===== src/hw/rtl/slac_pkg.sv =====
// Shared types, widths and codes for the set-associative LRU key cache.
`timescale 1ns / 1ps
package slac_pkg;
	localparam int SETS_DEF = 16;
	localparam int WAYS_DEF = 4;

	localparam int KEY_W    = 31;
	localparam int VAL_W    = 32;
	localparam int STAMP_W  = 32;
	localparam int CMD_W    = 2;
	localparam int KIND_W   = 2;
	localparam int S_DATA_W = 64;
	localparam int ENTRY_W  = 1 + KEY_W + VAL_W + STAMP_W;

	localparam logic [CMD_W-1:0] CMD_ADD   = 2'd0;
	localparam logic [CMD_W-1:0] CMD_FIND  = 2'd1;
	localparam logic [CMD_W-1:0] CMD_SHOOT = 2'd2;
	localparam logic [CMD_W-1:0] CMD_DROP  = 2'd3;

	localparam logic [KIND_W-1:0] KIND_DONE  = 2'd0;
	localparam logic [KIND_W-1:0] KIND_HIT   = 2'd1;
	localparam logic [KIND_W-1:0] KIND_MISS  = 2'd2;
	localparam logic [KIND_W-1:0] KIND_EVICT = 2'd3;

	typedef struct packed {
		logic               valid;
		logic [KEY_W-1:0]   key;
		logic [VAL_W-1:0]   value;
		logic [STAMP_W-1:0] stamp;
	} entry_t;
endpackage


===== src/hw/rtl/slac_setmod.sv =====
// Multi-cycle key modulo SETS unit, eight remainder steps per cycle.
`timescale 1ns / 1ps
module slac_setmod #(
	parameter int SETS = slac_pkg::SETS_DEF
) (
	input  logic                                   clk,
	input  logic                                   arst_n,
	input  logic                                   start,
	input  logic [slac_pkg::KEY_W-1:0]             key,
	output logic                                   done,
	output logic [(SETS > 1 ? $clog2(SETS) : 1)-1:0] set_idx
);
	localparam int SET_W = (SETS > 1) ? $clog2(SETS) : 1;
	localparam int R_W   = $clog2(SETS) + 1;
	localparam int STEPS = 8;

	logic [R_W-1:0] r_q;
	logic [R_W-1:0] r_next;
	logic [31:0]    sh_q;
	logic [1:0]     cnt_q;
	logic           busy_q;
	logic           done_q;

	always_comb begin
		logic [R_W:0]   tmp;
		logic [R_W-1:0] t;
		t = r_q;
		for (int i = 0; i < STEPS; i++) begin
			tmp = {t, sh_q[31 - i]};
			t   = tmp[R_W-1:0];
			if (t >= R_W'(SETS)) begin
				t = t - R_W'(SETS);
			end
		end
		r_next = t;
	end

	always_ff @(posedge clk or negedge arst_n) begin
		if (!arst_n) begin
			busy_q <= 1'b0;
			done_q <= 1'b0;
			cnt_q  <= '0;
		end else begin
			done_q <= 1'b0;
			if (start) begin
				busy_q <= 1'b1;
				cnt_q  <= '0;
			end else if (busy_q) begin
				cnt_q <= cnt_q + 2'd1;
				if (cnt_q == 2'd3) begin
					busy_q <= 1'b0;
					done_q <= 1'b1;
				end
			end
		end
	end

	always_ff @(posedge clk) begin
		if (start) begin
			r_q  <= '0;
			sh_q <= {1'b0, key};
		end else if (busy_q) begin
			r_q  <= r_next;
			sh_q <= {sh_q[23:0], 8'd0};
		end
	end

	assign done    = done_q;
	assign set_idx = r_q[SET_W-1:0];
endmodule


===== config.mk =====
export PLATFORM = sky130hd
export DESIGN_NAME = slac_setmod
export DESIGN_NICKNAME = d
export VERILOG_FILES = /design/src/hw/rtl/slac_pkg.sv /design/src/hw/rtl/slac_setmod.sv
export SDC_FILE = /design/constraint.sdc
export NUM_CORES = 1
export LEC_CHECK = 0
export BUFFER_PORTS_ARGS = -buffer_cell sky130_fd_sc_hd__buf_2
export CAP_MARGIN = 20
export CORE_AREA = 2 2 51 53
export CTS_CLUSTER_SIZE = 20
export DETAILED_ROUTE_END_ITERATION = 8
export DIE_AREA = 0 0 53 55
export GPL_ROUTABILITY_DRIVEN = 0
export PLACE_DENSITY_LB_ADDON = 0.1
export SLEW_MARGIN = 20
export SYNTH_ARGS = -nofsm -noshare
export SYNTH_HDL_FRONTEND = slang
export SYNTH_SLANG_ARGS = --single-unit

===== constraint.sdc =====
create_clock -name clk -period 1.8 [get_ports clk]
set_input_delay 0.36 -clock clk [delete_from_list [all_inputs] [get_ports clk]]
set_output_delay 0.36 -clock clk [all_outputs]
set_load 0.01 [all_outputs]

==> impl_results.md <==
- CTS Buffer Depth: 2
- DR iter-0 viols: 2
- First-pass GRT wire length: around 2400 um
- Total track usage: between 10 and 15%
- Crit-path cells: buf_2
- Reg clk slew, reported paths: between 0.1 and 0.15 ns
- Resized cells post-CTS: 0
- Initial antenna violation count: 0
- Reg2Reg Depth: 1
- Reg2reg setup slack: ~0.66 ns
- Die area: 0.00292 mm^2
- Die height: ~55 um
- Mapped Nets: 96
- Most frequent cells in the layout: 23 x buf_2, 16 x edfxtp_1, 7 x mux2_4, 6 x nor2_1
- Clock Skews: 0.00868 ns
- Crit path max-delay cell type: dfrtp_1
- Unrepaired setup endpoints after global routing: no
- Slew margin rel.: roughly 75%
- Slew @ Worst Pin: between 0.3 and 0.4 ns
- Max IR drop VDD: 0.000534 V
- Synthesized area: just over 0.001 mm^2
- Worst path required time: 1.44 ns
- CP bufs+invs: 1
- Root buffer cell: clkbuf_4
- Largest net degree at the start of global routing: 17
- Yosys reg bits: 24
- Synth area leader: edfxtp_1
- Fin crit period: ~1.2 ns
- Status: finished clean
- Hold_buf cts: 1
- PD cells: approximately 1000 mW/mm^2
- Num CTS Buffers: 3
- Die width: 53 um
- H-tree depth: 1
- Register area share after synthesis: between 60% and 70%
- R2r endpoint: sh_q[25]$_DFFE_PP_
- Vias in the first global route: 562
- Area grow syn2layout: 19.5%
- Min-delay src: key[3]
- LEAKAGE: around 0.57 nW
- Core box area: 0.00236 mm^2
- Synth Instances: 61
- DR vias/cell: 4.65
- Library cells used by synthesis: 17
- Max-cap violations: 0
- Port bufs: 23
- # fillers: 232
- Diode count: 0
- Clock Sinks: 24
- Final Power: 1.24 mW
- Post-route ant nets: 0
- Per-cell routed wire length: between 10 and 15 um
- Highest clock rate: approximately 850 MHz
- Hold Vio Cnt, Final: 0
- Hpwl dp: approximately 1000 um
- Crit Path Class: reg2out
- CTS tree: built
- Fin crit share: 65.4%
- Final wirelength: between 1000 and 1500 um
- Dpl cells: between 100 and 150
- Critical Path End Type: output port
- Leading post-synthesis cells by cell area: edfxtp_1 48%, mux2_4 10%, dfrtp_1 9.9%, dfxtp_1 8.0%, mux2_2 5.6%
- Min-Delay Path Class: in2reg
- Ports: 39
- Non-Filler Instances: 118
- CP Max Fanout: 1
- Clock Latency Late Sink: about 0.32 ns
- DRC errors left: 0
- Setup TNS Final: 0 ns
- Worst EP arrival: between 0.8 and 0.9 ns
- Commonest non-fill, non-tap cell in the layout: buf_2
- Initial Utilization: 42.6%
- Mapped Avg Cell Area: about 17 um^2
- DR pass1 iterations: 2
- Hold EP: sh_q[3]$_SDFFCE_PN0P_
- Routed via count: about 550
- Yosys warnings: 0
- Register area: roughly 660 um^2
- Post-CTS setup buffer count: 0
- Multi-input gate area in the final layout: roughly 300 um^2
- Max stage delay on crit path: ~0.38 ns
- # setup viols final: 0
- RR Startpoint: busy_q$_DFF_PN0_
- Worst hold path cell count: 2
- Overflow after GRT: 0
- Post-layout net count: roughly 120
- Cell Rows: 18
- Cell family with most CP delay: flip-flops
- Ratio of cells with drive above 1 in the final layout: 48.9%
- Share of Yosys cell area claimed by the top area cell type: 47.7%
- Crit start category: flop
- Max-slew violations: 0
-- power by group --
group,switching (mW),internal (mW)
Clock,0.162,0.225
Combinational,0.0670,0.0935
Sequential,0.0230,0.666
-- cell type report --
class                      instances  area share (%)
clock buffer                       3            1.87
clock inverter                     1            2.49
inverter                           1           0.312
multi-input combinational         32            25.1
sequential                        24            54.9
tap                               30            3.12
timing repair buffer              27            12.3
-- sequential cells by signal, summed over array words and instances (netlist names) --
register / count
done: 1
r_q: 4
cnt_q: 2
sh_q: 16
busy_q: 1
-- how the worst max path moves through the flow --
stage	start	end	slack, ns	depth (start not counted)
final	done$_DFF_PN0_	done	0.62	1
after global routing	done$_DFF_PN0_	done	0.56	1
after CTS	done$_DFF_PN0_	done	0.60	1
after detailed placement	start	sh_q[17]$_DFFE_PP_	0.31	3
after global placement	start	sh_q[25]$_DFFE_PP_	0.31	3
after floorplan	start	sh_q[0]$_SDFFCE_PN0P_	0.50	3
-- routing by layer --
metal	global-route usage (%)	vias up	routed length (um)	share of wire, %
li1	-	269	-	-
met1	13.2	258	648	44
met2	21.0	17	716	49
met3	3.23	5	68	4.6
met4	8.97	0	42	2.8
met5	0	-	0	0
-- stage by stage --
stage                     hold slack (ns)  area (um^2)  worst slack [ns]  util (%)
after global routing                0.303         1200             0.563      50.9
after global placement              0.169         1140             0.315      48.3
after CTS                           0.297         1200             0.598      50.9
after floorplan                    0.0644         1010             0.501         -
after detailed placement            0.171         1140             0.309      48.3
final                               0.308         1200             0.623      50.9
-- synthesized netlist by cell type --
library cell and n:
or2_2 1, nor2_1 6, ha_1 1, mux2_2 5
dfrtp_1 4, buf_2 2, a21o_1 1, mux2_4 7
mux2i_1 5, inv_1 1, nor3b_1 1, dfxtp_1 4
edfxtp_1 16, buf_6 1, and2_1 4, xnor2_1 1
buf_12 1
-- kinds of logic after synthesis --
kind of cell,Yosys count,synth area share (%)
xor+xnor,1,0.870
compound gates,1,0.746
mux,17,21.0
fa+ha+maj,1,1.24
simple gates,12,6.09
buf+inv,5,4.47
flops,24,65.6
Note: power is estimated with default switching activity, not from simulation.
