`src/hw/rtl/slac_ram.sv`:
```
// Generic single-write, single-read synchronous RAM with registered read data.
`timescale 1ns / 1ps
module slac_ram #(
	parameter int WIDTH = 8,
	parameter int DEPTH = 16
) (
	input  logic                                  clk,
	input  logic                                  we,
	input  logic [(DEPTH > 1 ? $clog2(DEPTH) : 1)-1:0] waddr,
	input  logic [WIDTH-1:0]                      wdata,
	input  logic [(DEPTH > 1 ? $clog2(DEPTH) : 1)-1:0] raddr,
	output logic [WIDTH-1:0]                      rdata
);
	logic [WIDTH-1:0] mem [DEPTH];

	always_ff @(posedge clk) begin
		if (we) begin
			mem[waddr] <= wdata;
		end
		rdata <= mem[raddr];
	end
endmodule

```
`config.mk`:
```
export PLATFORM = sky130hd
export DESIGN_NAME = slac_ram
export DESIGN_NICKNAME = d
export VERILOG_FILES = /design/src/hw/rtl/slac_ram.sv
export SDC_FILE = /design/constraint.sdc
export NUM_CORES = 1
export LEC_CHECK = 0
export ABC_AREA = 0
export BUFFER_PORTS_ARGS = -buffer_cell sky130_fd_sc_hd__buf_2
export CORE_MARGIN = 5
export CORE_UTILIZATION = 63
export CTS_BUF_LIST = sky130_fd_sc_hd__clkbuf_4
export CTS_CLUSTER_SIZE = 24
export DETAILED_ROUTE_END_ITERATION = 8
export HOLD_SLACK_MARGIN = 0.06
export PLACE_DENSITY = 0.78
export SLEW_MARGIN = 0
export SYNTH_ARGS = -nofsm -noshare
export SYNTH_HDL_FRONTEND = slang
export SYNTH_SLANG_ARGS = --single-unit
```
`constraint.sdc`:
```
create_clock -name clk -period 1.9 [get_ports clk]
set_input_delay 0.095 -clock clk [delete_from_list [all_inputs] [get_ports clk]]
set_output_delay 0.095 -clock clk [all_outputs]
set_load 0.02 [all_outputs]
```
==> run_summary.xml <==
<?xml version="1.0" encoding="UTF-8"?>
<metrics>
  <group name="run_status">
    <metric name="run_status" unit="">completed</metric>
  </group>
  <group name="synth">
    <metric name="postSynthRegisterBits" unit="">136</metric>
    <metric name="share_of_yosys_cell_area_claimed_by_the_top_area_cell_type" unit="%">74.7</metric>
    <metric name="syn_nets" unit="">247</metric>
    <metric name="async_flop_share" unit="%">0</metric>
    <metric name="synth_area_leaders" unit="">edfxtp_1 75%, mux4_2 7.9%, mux4_1 7.1%, dfxtp_1 3.1%, a22oi_1 2.3%</metric>
    <metric name="synth.cells.most_frequent" unit="">128 x edfxtp_1, 18 x mux4_2, 16 x a22oi_1, 14 x mux4_1, 13 x nor2_1</metric>
    <metric name="synth_seq_area_share" unit="%">77.8</metric>
    <metric name="avg_cell_area_syn" unit="um2">22.5</metric>
    <metric name="synth.distinct_cells" unit="">19</metric>
    <metric name="synth_most_common_cell" unit="">edfxtp_1</metric>
    <metric name="synth_edf_count" unit="">128</metric>
    <metric name="ys_dominant_reg_cell" unit="">edfxtp_1</metric>
    <metric name="gate_count_post_synth" unit="">229</metric>
    <metric name="yosys_warnings" unit="">0</metric>
    <metric name="synth_area_leader_cell" unit="">edfxtp_1</metric>
    <metric name="synth.cell_area" unit="mm2">0.00515</metric>
  </group>
  <group name="min_path">
    <metric name="hold_start" unit="">waddr[1]</metric>
    <metric name="hold-path-endpoint" unit="">mem[4][0]$_DFFE_PP_</metric>
    <metric name="holdPathStages" unit="">3</metric>
    <metric name="hold_path.class" unit="">in -&gt; reg</metric>
  </group>
  <group name="global_routing">
    <metric name="largest_net_degree_at_the_start_of_global_routing" unit="">33</metric>
    <metric name="global_route_usage_sum" unit="%">19.9</metric>
    <metric name="grt_pass1_vias" unit="">2570</metric>
    <metric name="global_routing_usage_on_met2" unit="%">31.7</metric>
    <metric name="globalRouteMet3Util" unit="%">5.28</metric>
    <metric name="use_met1" unit="%">27.1</metric>
    <metric name="grt_first_pass_wirelength" unit="um">14300</metric>
    <metric name="globalRoute.totalOverflow" unit="">0</metric>
    <metric name="busiest_layer_in_global_routing" unit="">met2</metric>
    <metric name="antenna_found_initial" unit="">0</metric>
  </group>
  <group name="setup_path">
    <metric name="timing.reg2reg.worst_path_depth" unit="">3</metric>
    <metric name="crit_type" unit="">reg -&gt; reg</metric>
    <metric name="timing.critical_path.to_type" unit="">flip-flop</metric>
    <metric name="worst_ep_required_time" unit="ns">2.28</metric>
    <metric name="endpoint_arrival_time_on_the_critical_path" unit="ns">1.77</metric>
    <metric name="critical_path.startpoint" unit="">mem[1][5]$_DFFE_PP_</metric>
    <metric name="reg2reg_setup_slack" unit="ns">0.51</metric>
    <metric name="worstReg2RegEnd" unit="">rdata[5]$_DFF_P_</metric>
    <metric name="start_of_the_worst_register_to_register_path" unit="">mem[1][5]$_DFFE_PP_</metric>
    <metric name="crit_path_start_kind" unit="">flip-flop</metric>
    <metric name="critPathMaxFanout" unit="">1</metric>
  </group>
  <group name="floorplanning">
    <metric name="chipHeight" unit="um">100</metric>
    <metric name="num_io_pins" unit="">26</metric>
    <metric name="die_width" unit="um">100</metric>
    <metric name="dieArea" unit="mm2">0.0101</metric>
    <metric name="floorplan.initialDensity" unit="%">63.6</metric>
    <metric name="floorplan_core_area" unit="mm2">0.00809</metric>
    <metric name="std_cell_rows" unit="">33</metric>
  </group>
  <group name="finish">
    <metric name="layout.core_utilization" unit="%">73.4</metric>
    <metric name="drive_above_1_share" unit="%">31.3</metric>
    <metric name="syn_to_final_growth" unit="%">15.3</metric>
    <metric name="finalInstanceArea" unit="mm2">0.00594</metric>
    <metric name="final_cells" unit="">409</metric>
    <metric name="antennaDiodeCount" unit="">0</metric>
    <metric name="finalNetCount" unit="">309</metric>
    <metric name="fill_cell_total_of_the_finished_layout" unit="">484</metric>
  </group>
  <group name="sta">
    <metric name="max_slew.worst_pin.slew" unit="ns">0.408</metric>
    <metric name="slew_violations" unit="">0</metric>
    <metric name="finalWorstPathRequiredPeriod" unit="ns">1.39</metric>
    <metric name="report.final.setup_viol" unit="">0</metric>
    <metric name="fin_worst_skew" unit="ns">0.0125</metric>
    <metric name="fmax" unit="GHz">0.720</metric>
    <metric name="finalHoldWorstSlack" unit="ns">0.178</metric>
    <metric name="min_period_over_period" unit="%">73.1</metric>
    <metric name="final_critical_path_setup_slack" unit="ns">0.510</metric>
    <metric name="timing.setup.tns" unit="ns">0</metric>
    <metric name="maxSlewHeadroom" unit="%">72.8</metric>
    <metric name="rsz_0062_raised_after_global_routing" unit="">false</metric>
    <metric name="finalHoldViolations" unit="">0</metric>
  </group>
  <group name="detailed_routing">
    <metric name="route.antenna.remaining_nets" unit="">0</metric>
    <metric name="route.final.wire_length" unit="um">8900</metric>
    <metric name="vias_after_detailed_routing" unit="">2450</metric>
    <metric name="detail_route.vias_per_cell" unit="">5.99</metric>
    <metric name="drc" unit="">0</metric>
    <metric name="drt_pass1_iterations" unit="">4</metric>
    <metric name="wl_per_cell" unit="um">21.8</metric>
    <metric name="dr.first_iter.drc_count" unit="">187</metric>
  </group>
  <group name="place">
    <metric name="routability_congestion_estimate_from_global_placement" unit="">0.724</metric>
    <metric name="placed_area" unit="mm2">0.00549</metric>
    <metric name="place.detailed.hpwl" unit="um">5570</metric>
    <metric name="dp_cells" unit="">369</metric>
    <metric name="buffer_ports.inserted" unit="">25</metric>
    <metric name="dp_slack" unit="ns">0.337</metric>
  </group>
  <group name="cts">
    <metric name="clock_tree.buffer_depth" unit="">2</metric>
    <metric name="cts.htree.levels" unit="">4</metric>
    <metric name="root_buffer_cell" unit="">clkbuf_4</metric>
    <metric name="cts.clk_slew.worst_paths" unit="ns">0.12</metric>
    <metric name="numCtsBuffers" unit="">17</metric>
    <metric name="cts_num_sinks" unit="">136</metric>
    <metric name="cts_tree" unit="">yes</metric>
    <metric name="worstSkewPairLatency" unit="ns">0.49</metric>
  </group>
  <group name="power">
    <metric name="cellLeakagePower" unit="nW">2.04</metric>
    <metric name="finalPower" unit="mW">5.99</metric>
    <metric name="power-per-cell-area" unit="mW/mm2">1010</metric>
    <metric name="irDropWorstVdd" unit="uV">551</metric>
  </group>
  <group name="flow_run">
    <metric name="maxCapViolCount" unit="">0</metric>
  </group>
</metrics>
-- layer usage --
metal | vias up | wire length (um) | part of all wire, %
met5 | - | 0 | 0
li1 | 1100 | - | -
met2 | 97 | 4580 | 51
met3 | 10 | 612 | 6.9
met4 | 0 | 96 | 1.1
met1 | 1243 | 3610 | 41
-- logic make-up after synthesis --
group	count (synthesis)	synth area share, %
buffers and inverters	10	1.68
DFF	136	77.8
AOI/OAI and AO/OA	16	2.33
and+or+nand+nor	35	3.18
muxes	32	15.0
-- cell usage in the layout, fill, tap and decap left out, types with 4 or more instances in the layout --
cell type,count
a22oi_1,16
buf_4,18
bufinv_16,6
clkinv_2,4
dfxtp_1,8
nor2_1,13
edfxtp_1,128
nand2_1,9
clkbuf_4,18
nor3_1,4
mux4_2,18
mux4_1,14
buf_2,25
dlygate4sd3_1,8
-- flip-flops by register name, indices dropped and copies added, names as in the netlist --
name,count
rdata,8
mem,128
-- timing repair --
item / 4_1_cts / 5_1_grt
setup buffers: 0 / 0
resized for setup: 0 / 0
endpoints found under the setup margin: 0 / 0
hold endpoints to repair: 128 / 0
hold buffers: 8 / 0
-- worst max-delay path, cell delays in order (launching register included) --
cell and delay (ns):
edfxtp_1 0.39, mux4_1 0.52, a22oi_1 0.30, nand2_1 0.08
-- how the worst max path moves through the flow --
stage               cells after the start  slack (ns)                   to
detailed placement                      5        0.34     rdata[0]$_DFF_P_
CTS                                     3        0.52     rdata[0]$_DFF_P_
global route                            3        0.48     rdata[0]$_DFF_P_
finish                                  3        0.51     rdata[5]$_DFF_P_
floorplan                               2        0.31  mem[0][0]$_DFFE_PP_
global placement                        5        0.38     rdata[0]$_DFF_P_
-- power breakdown --
| part | switching [mW] | total (mW) | internal (mW) |
|---|---|---|---|
| Combinational | 0.192 | 0.339 | 0.147 |
| Sequential | 0.0164 | 3.36 | 3.35 |
| Clock | 0.969 | 2.29 | 1.32 |
-- final cells by class --
| type | count | area [um2] | area share [%] |
|---|---|---|---|
| repair buffers | 53 | 380 | 6.41 |
| flip-flops and latches | 136 | 4000 | 67.4 |
| clock buffers | 18 | 135 | 2.28 |
| well taps | 105 | 131 | 2.21 |
| multi-input cells | 83 | 1060 | 17.8 |
| clock inverters | 14 | 229 | 3.86 |
(Power assumes the default switching activity.)
